`src/hw/rtl/hsvrgb_pkg.sv`:
```
package hsvrgb_pkg;

    localparam int HUE_W  = 9;
    localparam int PCT_W  = 7;
    localparam int BYTE_W = 8;
    localparam int CFG_INDEX_W = 2;

    // Scaled hue H = hue * 10 / 6 spans 0..851, so the sector can reach 8.
    localparam int HS_W     = 10;
    localparam int SECTOR_W = 4;
    localparam int FRAC_W   = 7;
    localparam int SPROD_W  = 14;
    localparam int XTERM_W  = 10;
    localparam int SHADE_N_W = 17;

    localparam logic [CFG_INDEX_W-1:0] CFG_SATURATION = 2'd0;
    localparam logic [CFG_INDEX_W-1:0] CFG_BRIGHTNESS = 2'd1;

    localparam logic [PCT_W-1:0] SAT_RESET = 7'd100;
    localparam logic [PCT_W-1:0] VAL_RESET = 7'd20;
    localparam logic [PCT_W-1:0] PCT_FULL  = 7'd100;
    localparam logic [XTERM_W-1:0] PERMILLE_FULL = 10'd1000;

    localparam logic [SECTOR_W-1:0] SECTOR_0 = 4'd0;
    localparam logic [SECTOR_W-1:0] SECTOR_1 = 4'd1;
    localparam logic [SECTOR_W-1:0] SECTOR_2 = 4'd2;
    localparam logic [SECTOR_W-1:0] SECTOR_3 = 4'd3;
    localparam logic [SECTOR_W-1:0] SECTOR_4 = 4'd4;

    // Reciprocal multipliers; each one is exact over the operand range it sees.
    localparam int HUE_MUL   = 13655;   // 5 * ceil(2^13 / 3): hue * 5 / 3
    localparam int HUE_SHIFT = 13;
    localparam int SEC_MUL   = 41;      // ceil(2^12 / 100)
    localparam int SEC_SHIFT = 12;
    localparam int DIV100_MUL   = 5243; // ceil(2^19 / 100)
    localparam int DIV100_SHIFT = 19;
    localparam int DIV10_MUL    = 6554; // ceil(2^16 / 10)
    localparam int DIV10_SHIFT  = 16;
    localparam int DIV1000_MUL   = 134218; // ceil(2^27 / 1000)
    localparam int DIV1000_SHIFT = 27;
    localparam int BYTE_MUL   = 1336965;  // 255 * ceil(2^19 / 100)
    localparam int BYTE_SHIFT = 19;

    typedef struct packed {
        logic [SECTOR_W-1:0] sector;
        logic [FRAC_W-1:0]   frac;
    } hue_split_t;

    typedef struct packed {
        logic [SECTOR_W-1:0] sector;
        logic [PCT_W-1:0]    p;
        logic [PCT_W-1:0]    q;
        logic [PCT_W-1:0]    t;
    } shade_t;

    // Pipeline control shared by all stages.
    typedef struct packed {
        logic advance;
        logic valid;
    } pipe_ctl_t;

    function automatic logic [PCT_W-1:0] pct_clamp(input logic [PCT_W-1:0] x);
        return (x > PCT_FULL) ? PCT_FULL : x;
    endfunction

    // 255 * x / 100 for x in 0..100.
    function automatic logic [BYTE_W-1:0] pct_to_byte(input logic [PCT_W-1:0] x);
        logic [27:0] prod;
        prod = 28'(x) * 28'(BYTE_MUL);
        return prod[BYTE_SHIFT+BYTE_W-1:BYTE_SHIFT];
    endfunction

endpackage

```
`src/hw/rtl/hsvrgb_hue_split.sv`:
```
module hsvrgb_hue_split (
    input  logic                        clk,
    input  logic                        rst_n,
    input  hsvrgb_pkg::pipe_ctl_t       ctl_in,
    input  logic [hsvrgb_pkg::HUE_W-1:0] hue,
    output logic                        valid_out,
    output hsvrgb_pkg::hue_split_t      split_out
);
    import hsvrgb_pkg::*;

    // Three stages: scale the hue, find the sector, then the fraction.
    logic                v1_reg, v2_reg, v3_reg;
    logic [HS_W-1:0]     hs1_reg, hs2_reg;
    logic [SECTOR_W-1:0] sec2_reg;
    hue_split_t          split3_reg;

    logic [22:0]         hs_prod;
    logic [HS_W-1:0]     hs1_next;
    logic [15:0]         sec_prod;
    logic [SECTOR_W-1:0] sec2_next;
    logic [HS_W-1:0]     sec_base;
    logic [HS_W-1:0]     frac_diff;
    hue_split_t          split3_next;

    always_comb
    begin
        hs_prod   = 23'(hue) * 23'(HUE_MUL);
        hs1_next  = hs_prod[HUE_SHIFT+HS_W-1:HUE_SHIFT];
        sec_prod  = 16'(hs1_reg) * 16'(SEC_MUL);
        sec2_next = sec_prod[SEC_SHIFT+SECTOR_W-1:SEC_SHIFT];
        sec_base  = HS_W'(sec2_reg) * HS_W'(PCT_FULL);
        frac_diff = hs2_reg - sec_base;
        split3_next.sector = sec2_reg;
        split3_next.frac   = frac_diff[FRAC_W-1:0];
    end

    always_ff @(posedge clk or negedge rst_n)
    begin
        if (!rst_n)
        begin
            v1_reg <= 1'b0;
            v2_reg <= 1'b0;
            v3_reg <= 1'b0;
        end
        else if (ctl_in.advance)
        begin
            v1_reg <= ctl_in.valid;
            v2_reg <= v1_reg;
            v3_reg <= v2_reg;
        end
    end

    always_ff @(posedge clk)
    begin
        if (ctl_in.advance)
        begin
            hs1_reg    <= hs1_next;
            hs2_reg    <= hs1_reg;
            sec2_reg   <= sec2_next;
            split3_reg <= split3_next;
        end
    end

    assign valid_out = v3_reg;
    assign split_out = split3_reg;

endmodule

```
`src/hw/rtl/hsvrgb_shade.sv`:
```
module hsvrgb_shade (
    input  logic                         clk,
    input  logic                         rst_n,
    input  hsvrgb_pkg::pipe_ctl_t        ctl_in,
    input  hsvrgb_pkg::hue_split_t       split_in,
    input  logic [hsvrgb_pkg::PCT_W-1:0] sat,
    input  logic [hsvrgb_pkg::PCT_W-1:0] val,
    output logic                         valid_out,
    output hsvrgb_pkg::shade_t           shade_out
);
    import hsvrgb_pkg::*;

    // Stage 4 forms the saturation products, stage 5 divides them by ten
    // (and p by one hundred), stage 6 scales by value, stage 7 divides by
    // one thousand.
    logic                 v4_reg, v5_reg, v6_reg, v7_reg;
    logic [SECTOR_W-1:0]  sec4_reg, sec5_reg, sec6_reg;
    logic [SPROD_W-1:0]   sf4_reg, sg4_reg, pn4_reg;
    logic [XTERM_W-1:0]   xq5_reg, xt5_reg;
    logic [PCT_W-1:0]     p5_reg, p6_reg;
    logic [SHADE_N_W-1:0] qn6_reg, tn6_reg;
    shade_t               shade7_reg;

    logic [29:0]          xq_prod, xt_prod;
    logic [26:0]          p_prod;
    logic [34:0]          q_prod, t_prod;
    shade_t               shade7_next;

    always_comb
    begin
        xq_prod = 30'(sf4_reg) * 30'(DIV10_MUL);
        xt_prod = 30'(sg4_reg) * 30'(DIV10_MUL);
        p_prod  = 27'(pn4_reg) * 27'(DIV100_MUL);
        q_prod  = 35'(qn6_reg) * 35'(DIV1000_MUL);
        t_prod  = 35'(tn6_reg) * 35'(DIV1000_MUL);
        shade7_next.sector = sec6_reg;
        shade7_next.p      = p6_reg;
        shade7_next.q      = q_prod[DIV1000_SHIFT+PCT_W-1:DIV1000_SHIFT];
        shade7_next.t      = t_prod[DIV1000_SHIFT+PCT_W-1:DIV1000_SHIFT];
    end

    always_ff @(posedge clk or negedge rst_n)
    begin
        if (!rst_n)
        begin
            v4_reg <= 1'b0;
            v5_reg <= 1'b0;
            v6_reg <= 1'b0;
            v7_reg <= 1'b0;
        end
        else if (ctl_in.advance)
        begin
            v4_reg <= ctl_in.valid;
            v5_reg <= v4_reg;
            v6_reg <= v5_reg;
            v7_reg <= v6_reg;
        end
    end

    always_ff @(posedge clk)
    begin
        if (ctl_in.advance)
        begin
            sec4_reg <= split_in.sector;
            sf4_reg  <= SPROD_W'(sat) * SPROD_W'(split_in.frac);
            sg4_reg  <= SPROD_W'(sat) * SPROD_W'(PCT_FULL - split_in.frac);
            pn4_reg  <= SPROD_W'(val) * SPROD_W'(PCT_FULL - sat);

            sec5_reg <= sec4_reg;
            xq5_reg  <= xq_prod[DIV10_SHIFT+XTERM_W-1:DIV10_SHIFT];
            xt5_reg  <= xt_prod[DIV10_SHIFT+XTERM_W-1:DIV10_SHIFT];
            p5_reg   <= p_prod[DIV100_SHIFT+PCT_W-1:DIV100_SHIFT];

            sec6_reg <= sec5_reg;
            p6_reg   <= p5_reg;
            qn6_reg  <= SHADE_N_W'(val) * SHADE_N_W'(PERMILLE_FULL - xq5_reg);
            tn6_reg  <= SHADE_N_W'(val) * SHADE_N_W'(PERMILLE_FULL - xt5_reg);

            shade7_reg <= shade7_next;
        end
    end

    assign valid_out = v7_reg;
    assign shade_out = shade7_reg;

endmodule

```
`src/hw/rtl/hsvrgb_mix.sv`:
```
module hsvrgb_mix (
    input  logic                          clk,
    input  logic                          rst_n,
    input  hsvrgb_pkg::pipe_ctl_t         ctl_in,
    input  hsvrgb_pkg::shade_t            shade_in,
    input  logic [hsvrgb_pkg::PCT_W-1:0]  sat,
    input  logic [hsvrgb_pkg::PCT_W-1:0]  val,
    output logic                          valid_out,
    output logic [hsvrgb_pkg::BYTE_W-1:0] red_out,
    output logic [hsvrgb_pkg::BYTE_W-1:0] green_out,
    output logic [hsvrgb_pkg::BYTE_W-1:0] blue_out
);
    import hsvrgb_pkg::*;

    logic             v8_reg, v9_reg;
    logic [PCT_W-1:0] r8_reg, g8_reg, b8_reg;
    logic [PCT_W-1:0] r8_next, g8_next, b8_next;
    logic [BYTE_W-1:0] red_reg, green_reg, blue_reg;

    always_comb
    begin
        r8_next = val;
        g8_next = val;
        b8_next = val;
        if (sat != '0)
        begin
            case (shade_in.sector)
                SECTOR_0:
                begin
                    r8_next = val;        g8_next = shade_in.t; b8_next = shade_in.p;
                end
                SECTOR_1:
                begin
                    r8_next = shade_in.q; g8_next = val;        b8_next = shade_in.p;
                end
                SECTOR_2:
                begin
                    r8_next = shade_in.p; g8_next = val;        b8_next = shade_in.t;
                end
                SECTOR_3:
                begin
                    r8_next = shade_in.p; g8_next = shade_in.q; b8_next = val;
                end
                SECTOR_4:
                begin
                    r8_next = shade_in.t; g8_next = shade_in.p; b8_next = val;
                end
                default:
                begin
                    // Sector five, and any higher sector from a hue past 359.
                    r8_next = val;        g8_next = shade_in.p; b8_next = shade_in.q;
                end
            endcase
        end
    end

    always_ff @(posedge clk or negedge rst_n)
    begin
        if (!rst_n)
        begin
            v8_reg <= 1'b0;
            v9_reg <= 1'b0;
        end
        else if (ctl_in.advance)
        begin
            v8_reg <= ctl_in.valid;
            v9_reg <= v8_reg;
        end
    end

    always_ff @(posedge clk)
    begin
        if (ctl_in.advance)
        begin
            r8_reg    <= r8_next;
            g8_reg    <= g8_next;
            b8_reg    <= b8_next;
            red_reg   <= pct_to_byte(r8_reg);
            green_reg <= pct_to_byte(g8_reg);
            blue_reg  <= pct_to_byte(b8_reg);
        end
    end

    assign valid_out = v9_reg;
    assign red_out   = red_reg;
    assign green_out = green_reg;
    assign blue_out  = blue_reg;

endmodule

```
`src/hw/rtl/hsv_to_rgb_percent_converter_unit.sv`:
```
// HSV to RGB converter: each word on the hue channel carries a hue in whole
// degrees, and the matching word on the rgb channel carries 8-bit red, green
// and blue. The pipeline takes one hue every cycle unless stalled; its nine
// register stages all advance together and hold while a finished word waits
// on rgb_ready, so a stall neither drops nor repeats a word. Saturation
// (index 0, reset 100) and brightness (index 1, reset 20) are percent
// registers written through the cfg channel, which is always ready; values
// above 100 are stored as written but used as 100, and writes to other
// indexes are ignored. Write them only while no hue is in flight. Zero
// saturation gives grey at 255 * brightness / 100 on all three channels.
// Hues above 359 are not wrapped: any sector past the fifth uses the fifth
// sector's channel assignment.
module hsv_to_rgb_percent_converter_unit (
    input  logic                                clk,
    input  logic                                rst_n,

    input  logic                                hue_valid,
    output logic                                hue_ready,
    input  logic [hsvrgb_pkg::HUE_W-1:0]        hue_deg,

    output logic                                rgb_valid,
    input  logic                                rgb_ready,
    output logic [hsvrgb_pkg::BYTE_W-1:0]       red_out,
    output logic [hsvrgb_pkg::BYTE_W-1:0]       green_out,
    output logic [hsvrgb_pkg::BYTE_W-1:0]       blue_out,

    input  logic                                cfg_valid,
    output logic                                cfg_ready,
    input  logic [hsvrgb_pkg::CFG_INDEX_W-1:0]  cfg_index,
    input  logic [hsvrgb_pkg::PCT_W-1:0]        cfg_data
);
    import hsvrgb_pkg::*;

    logic [PCT_W-1:0] sat_reg, val_reg;
    logic [PCT_W-1:0] sat_next, val_next;
    logic [PCT_W-1:0] sat_use, val_use;

    logic       advance;
    pipe_ctl_t  split_ctl, shade_ctl, mix_ctl;
    logic       split_valid, shade_valid;
    hue_split_t split_word;
    shade_t     shade_word;

    // Configuration registers; the clamped copies feed stages 4 to 9 directly.
    // The user must write them only while the pipeline is empty; unenforced.
    always_comb
    begin
        sat_next = sat_reg;
        val_next = val_reg;
        if (cfg_valid)
        begin
            case (cfg_index)
                CFG_SATURATION: sat_next = cfg_data;
                CFG_BRIGHTNESS: val_next = cfg_data;
                default:
                begin
                    sat_next = sat_reg;
                    val_next = val_reg;
                end
            endcase
        end
    end

    always_ff @(posedge clk or negedge rst_n)
    begin
        if (!rst_n)
        begin
            sat_reg <= SAT_RESET;
            val_reg <= VAL_RESET;
        end
        else
        begin
            sat_reg <= sat_next;
            val_reg <= val_next;
        end
    end

    assign cfg_ready = 1'b1;
    assign sat_use   = pct_clamp(sat_reg);
    assign val_use   = pct_clamp(val_reg);

    // The whole pipeline moves whenever the output register is empty or its
    // word is being taken this cycle.
    assign advance   = !rgb_valid || rgb_ready;
    assign hue_ready = advance;

    assign split_ctl = '{advance: advance, valid: hue_valid};
    assign shade_ctl = '{advance: advance, valid: split_valid};
    assign mix_ctl   = '{advance: advance, valid: shade_valid};

    // Stages 1 to 3: scaled hue, sector and fraction.
    hsvrgb_hue_split u_hue_split (
        .clk       (clk),
        .rst_n     (rst_n),
        .ctl_in    (split_ctl),
        .hue       (hue_deg),
        .valid_out (split_valid),
        .split_out (split_word)
    );

    // Stages 4 to 7: the p, q and t levels.
    hsvrgb_shade u_shade (
        .clk       (clk),
        .rst_n     (rst_n),
        .ctl_in    (shade_ctl),
        .split_in  (split_word),
        .sat       (sat_use),
        .val       (val_use),
        .valid_out (shade_valid),
        .shade_out (shade_word)
    );

    // Stages 8 and 9: channel assignment and scaling to bytes.
    hsvrgb_mix u_mix (
        .clk       (clk),
        .rst_n     (rst_n),
        .ctl_in    (mix_ctl),
        .shade_in  (shade_word),
        .sat       (sat_use),
        .val       (val_use),
        .valid_out (rgb_valid),
        .red_out   (red_out),
        .green_out (green_out),
        .blue_out  (blue_out)
    );

endmodule
```
`config.mk`:
```
export PLATFORM = sky130hd
export DESIGN_NAME = hsv_to_rgb_percent_converter_unit
export DESIGN_NICKNAME = d
export VERILOG_FILES = /design/src/hw/rtl/hsvrgb_pkg.sv /design/src/hw/rtl/hsvrgb_hue_split.sv /design/src/hw/rtl/hsvrgb_shade.sv /design/src/hw/rtl/hsvrgb_mix.sv /design/src/hw/rtl/hsv_to_rgb_percent_converter_unit.sv
export SDC_FILE = /design/constraint.sdc
export NUM_CORES = 2
export LEC_CHECK = 0
export BUFFER_PORTS_ARGS = -buffer_cell sky130_fd_sc_hd__buf_4
export CORE_MARGIN = 5
export CORE_UTILIZATION = 59
export DETAILED_ROUTE_END_ITERATION = 8
export PLACE_DENSITY = 0.75
export SLEW_MARGIN = 20
export SYNTH_ARGS = -nofsm -noshare
export SYNTH_HDL_FRONTEND = slang
export SYNTH_HIERARCHICAL = 1
export SYNTH_SLANG_ARGS = --single-unit
```
`constraint.sdc`:
```
create_clock -name clk -period 12.5 [get_ports clk]
set_input_delay 2.5 -clock clk [delete_from_list [all_inputs] [get_ports clk]]
set_output_delay 2.5 -clock clk [all_outputs]
set_load 0.1 [all_outputs]
```
---- Word-level counts from Yosys, hierarchy flattened ----
Index checks and enable logic that the tools add are counted.
Widths: inputs -> output; s select.
storage, ports and cells
  register bits after elaboration ......... 247
  output and inout port bits .............. 27
  bits of input ports ..................... 23
cells by class
  equal/unequal tests ..................... 5
  multiplexer cells ....................... 8
  order comparisons ....................... 2
  $add $sub $neg .......................... 5
  multipliers ............................. 16
  reduce and logical (&&, ||, !) cells .... 11
operator list
  kind                    count
  $mul 7x21->27 const B   3
  $mul 17x17->33 const B  2
  $pmux 7 s3              3
  $mul 14x12->25 const B  2
  $mux 7                  5
  $mul 7x17->17           2
  $mul 7x14->14           2
  $mul 14x13->26 const B  1
  $mul 9x14->23 const B   1
  $sub 10x10->11 const A  2
  $mul 10x6->16 const B   1
  $sub 7x7->8 const A     2
  $gt 7x7->1 const B      2
  $mul 7x7->14            1
  $eq 4x2->1 const B      2
  $reduce_or 2->1         4
  $reduce_bool 7->1       1
  $sub 7x7->7             1
  $mul 4x5->5 const B     1
  $eq 4x1->1 const B      1
  $eq 4x3->1 const B      1
  $logic_not 4->1         1
  $reduce_and 2->1        2
  $eq 2x1->1 const B      1
  3 further kinds         3

---- Logic depth before layout (Yosys ltp) ----
  depth after elaboration ................. 4
  mapped depth ............................ 25

---- Cells and area by module ----
The synthesis kept the hierarchy.
by module, submodules not included
  module                             times used  area an instance (µm²)  cells an instance  sequential area each (µm²)
  hsvrgb_shade                       1           30,944.7                3,062              4,484.3
  hsvrgb_mix                         1           6,663.9                 686                1,401.3
  hsvrgb_hue_split                   1           4,065.1                 361                1,036.0
  hsv_to_rgb_percent_converter_unit  1           674.4                   53                 356.6

---- Worst setup path after synthesis ----
No wires, ideal clock.
  path type ............................... in2out
  start point ............................. input port rgb_ready
  end point ............................... output port hue_ready
  slack ................................... 1.250 ns
  data required time ...................... 10.000 ns
  arrival ................................. 8.750 ns
  cell stages on the path ................. 1
  path buffers ............................ 0
  path through ............................ nand2b_1
on the way
  longest elaborated chain between the ends .. 1
ends and longest elaborated chain
  element           line                                     RTL
  start, declared   hsv_to_rgb_percent_converter_unit.sv:22  input logic rgb_ready,
  $logic_or 1x1->1  hsv_to_rgb_percent_converter_unit.sv:84  assign advance = !rgb_valid || rgb_ready;
  end, declared     hsv_to_rgb_percent_converter_unit.sv:18  output logic hue_ready,
No other way between the ends.

---- Worst setup path in the final report ----
  start point ............................. register sat_reg[4]
  end point ............................... register u_shade.pn4_reg[13] (data pin)
on the way
  longest elaborated chain between the ends .. 4
ends and longest elaborated chain
  element                 line                                     RTL
  start, declared         hsv_to_rgb_percent_converter_unit.sv:34  logic [PCT_W-1:0] sat_reg, val_reg;
  start signal, assigned  hsv_to_rgb_percent_converter_unit.sv:73  sat_reg <= sat_next;
  $gt 7x7->1              hsvrgb_pkg.sv:63                         return (x > PCT_FULL) ? PCT_FULL : x;
  $mux 7                  hsvrgb_pkg.sv:63
  via sat_use[0]          hsv_to_rgb_percent_converter_unit.sv:36  logic [PCT_W-1:0] sat_use, val_use;
  $sub 7x7->8             hsvrgb_shade.sv:67                       pn4_reg <= SPROD_W'(val) * SPROD_W'(PCT_FULL - sat);
  $mul 7x14->14           hsvrgb_shade.sv:67
  end signal, assigned    hsvrgb_shade.sv:67
  end, declared           hsvrgb_shade.sv:18                       logic [SPROD_W-1:0] sf4_reg, sg4_reg, pn4_reg;
The timed path passes the listed nets, and every way through them passes these cells.
A chain may end at the register's enable or synchronous reset.

==> impl_metrics.json <==
{
  "status": "complete, no violations",
  "ys_ff_latch": 246,
  "ctsHoldBuffers": 0,
  "yosys_warnings": 6,
  "gp_congestion": 0.866,
  "period_minus_slack_ns": 6.44,
  "timing.final.crit_share_pct": 51.5,
  "yosysUniqueCellTypes": 87,
  "drv_slew": 0,
  "relSlewSlack_pct": 29.0,
  "die_x_um": 278,
  "drc": 0,
  "grt_remaining_overflow": 0,
  "drtIter0Drc": 1159,
  "syn_area_per_cell_um2": 10.2,
  "crit_path_end_kind": "flop",
  "nFillCells": 5790,
  "hp-class": "flop to flop",
  "antennaDiodeCount": 0,
  "rows": 98,
  "syn_to_final_growth_pct": 5.71,
  "die_y_um": 278,
  "critPathKind": "flop to flop",
  "clkTransAtPathRegs_ns": 0.06,
  "antenna_left": 0,
  "syn_nets": 5688,
  "maxCapViolCount": 0,
  "ios": 50,
  "synthesis.area_um2": 42300,
  "yosysSeqAreaShare_pct": 17.2,
  "grt_pass1_vias": 29400,
  "hold_viol": 0,
  "synth_edf_count": 223,
  "syn_inst": 4162,
  "clock.fmax_ghz": 0.155,
  "synth_flop_cell": "edfxtp_1",
  "crit_arrival_ns": 6.76,
  "cts.sinks": 246,
  "core_um2": 71400,
  "die_area_um2": 77200,
  "cts_setup_buffers": 0,
  "root_buffer": "clkbuf_16",
  "grt_pass1_wl_mm": 140,
  "rrSetupSlack_ns": 6.06,
  "grt.total_usage_pct": 21.6,
  "setup_tns_ns": 0,
  "synth_async_sr_flop_share_pct": 9.35,
  "start_kind": "flop",
  "rsz0062_at_grt": "no",
  "finalSetupViolations": 0,
  "multi_input_area_um2": 31000,
  "grt_max_degree": 154,
  "cts_buffer_depth": 3,
  "wire_per_inst_um": 15.6,
  "routed_wl_mm": 80.7,
  "dr.pass1.iters": 5,
  "cts_htree_levels": 1,
  "antenna_found_initial": 0,
  "tritoncts": "yes",
  "viasPerCell": 5.34,
  "layout.nets": 5722,
  "clock_skew_ns": 0.0154,
  "clock_latency_ns": 0.59,
  "io_buffers": 48,
  "drive_above_1_share_pct": 4.24,
  "initial_utilization_pct": 59.3,
  "ctsResizeCount": 0,
  "dp_hpwl_mm": 67.3,
  "vias": 27600,
  "numCtsBuffers": 29,
  "cp_max_fo": 20,
  "largest_register_ffs": 25,
  "worstMarginPinSlew_ns": 1.07,
  "regArea_um2": 7280,
  "worst_ep_required_time_ns": 12.82
}
cell type report:
cell class                      instances  share of cell area (%)
Clock inverter                         20                   0.467
Timing Repair Buffer                   59                    1.02
Sequential cell                       246                    16.3
Clock buffer                           34                    1.69
Inverter                             1045                    8.76
Tap cell                              950                    2.66
Multi-Input combinational cell       2815                    69.2
logic make-up after synthesis:
kind of cell | share of synthesized area, %
fa+ha+maj | 53.6
buf+inv | 9.77
simple gates | 8.41
compound gates | 6.35
flops | 17.2
xor+xnor | 3.85
mux | 0.777
other cells | 0.00886
metal layers:
layer | up-vias | GRT usage, % | routed length (um)
li1 | 13500 | - | -
met2 | 396 | 39.2 | 40900
met3 | 95 | 2.05 | 2460
met5 | - | 0 | 0
met4 | 0 | 4.10 | 1560
met1 | 13600 | 28.5 | 35700
final timing paths:
check,endpoint,cells past startpoint,startpoint
worst max-delay path,u_shade/pn4_reg[13],24,sat_reg[4]
worst min register to register,u_shade/p6_reg[5],0,u_shade/p5_reg[5]
min in group asynchronous,u_mix/valid_out,1,rst_n
worst max register to register,u_shade/pn4_reg[13],24,sat_reg[4]
worst min-delay path,u_shade/p6_reg[5],0,u_shade/p5_reg[5]
max in group asynchronous,sat_reg[6],1,rst_n
worst max-delay path, cell delays in order, from the launching register on:
cell and delay (ns):
dfrtp_1 0.39, o311ai_0 0.39, and2_1 0.60, inv_1 0.23
ha_1 0.28, nor2b_1 0.16, nor2_1 0.07, xnor2_1 0.48
nand2_1 0.14, fa_1 0.40, fa_1 0.49, inv_1 0.04
ha_1 0.26, inv_1 0.05, fa_1 0.49, inv_1 0.06
ha_1 0.30, a21o_1 0.18, a21oi_1 0.21, o21bai_1 0.09
a21oi_1 0.23, o21ai_0 0.18, a21o_1 0.21, a21oi_1 0.17
xnor2_1 0.08
Yosys cell counts (all sizes together) (4+ instances only):
library cell / number / area (um2)
o211ai: 6 / 45.0
inv: 1045 / 3920
a22oi: 12 / 90.1
buf: 5 / 25.0
xor2: 52 / 455
fa: 521 / 10400
a21oi: 125 / 641
a21boi: 5 / 37.5
and2: 185 / 1160
xnor2: 134 / 1170
nand3b: 4 / 33.8
nand2b: 21 / 131
o31ai: 8 / 65.1
a2111oi: 7 / 105
nor2: 125 / 472
mux2i: 7 / 70.1
edfxtp: 223 / 6700
o41ai: 7 / 68.8
o21a: 17 / 129
o21ai: 90 / 458
or2: 10 / 62.6
a211oi: 29 / 223
dfstp: 5 / 131
ha: 982 / 12300
clkbuf: 51 / 191
o21bai: 12 / 90.1
nor3: 28 / 145
a31oi: 11 / 83.8
nor2b: 57 / 357
dfrtp: 18 / 450
nor4: 4 / 31.3
a21o: 36 / 270
and3: 11 / 71.3
nand2: 173 / 649
nand3: 29 / 145
nand4: 22 / 138
mux2: 23 / 259
or3: 11 / 73.8
layout by cell type, fill, tap and decap left out, drive strengths merged, types with 8 or more instances in the layout:
master,Yosys,layout
inv,1045,1049
ha,982,982
fa,521,521
edfxtp,223,223
and2,185,185
nand2,173,173
xnor2,134,134
nor2,125,125
a21oi,125,125
o21ai,90,90
buf,5,59
nor2b,57,57
xor2,52,52
a21o,36,36
clkbuf,51,34
nand3,29,29
a211oi,29,29
nor3,28,28
mux2,23,23
nand4,22,22
nand2b,21,21
dfrtp,18,18
o21a,17,17
a22oi,12,12
o21bai,12,12
a31oi,11,11
or3,11,11
and3,11,11
or2,10,10
o31ai,8,8
per-stage QoR:
| step | instances | hold slack, ns | util (%) | setup slack (ns) | area (um2) |
|---|---|---|---|---|---|
| detailed placement | 5115 | 0.405 | 61.4 | 5.94 | 43800 |
| global route | 5169 | 0.419 | 62.7 | 5.56 | 44800 |
| CTS | 5169 | 0.413 | 62.7 | 6.10 | 44800 |
| finish | 5169 | 0.414 | 62.7 | 6.06 | 44800 |
| global placement | 5115 | 0.404 | 61.4 | 6.00 | 43800 |
| floorplan | 4162 | 0.400 | - | 1.25 | 42300 |
Power is not shown: default switching activity piles up to over one toggle a cycle in this logic, so the estimate is an artifact.
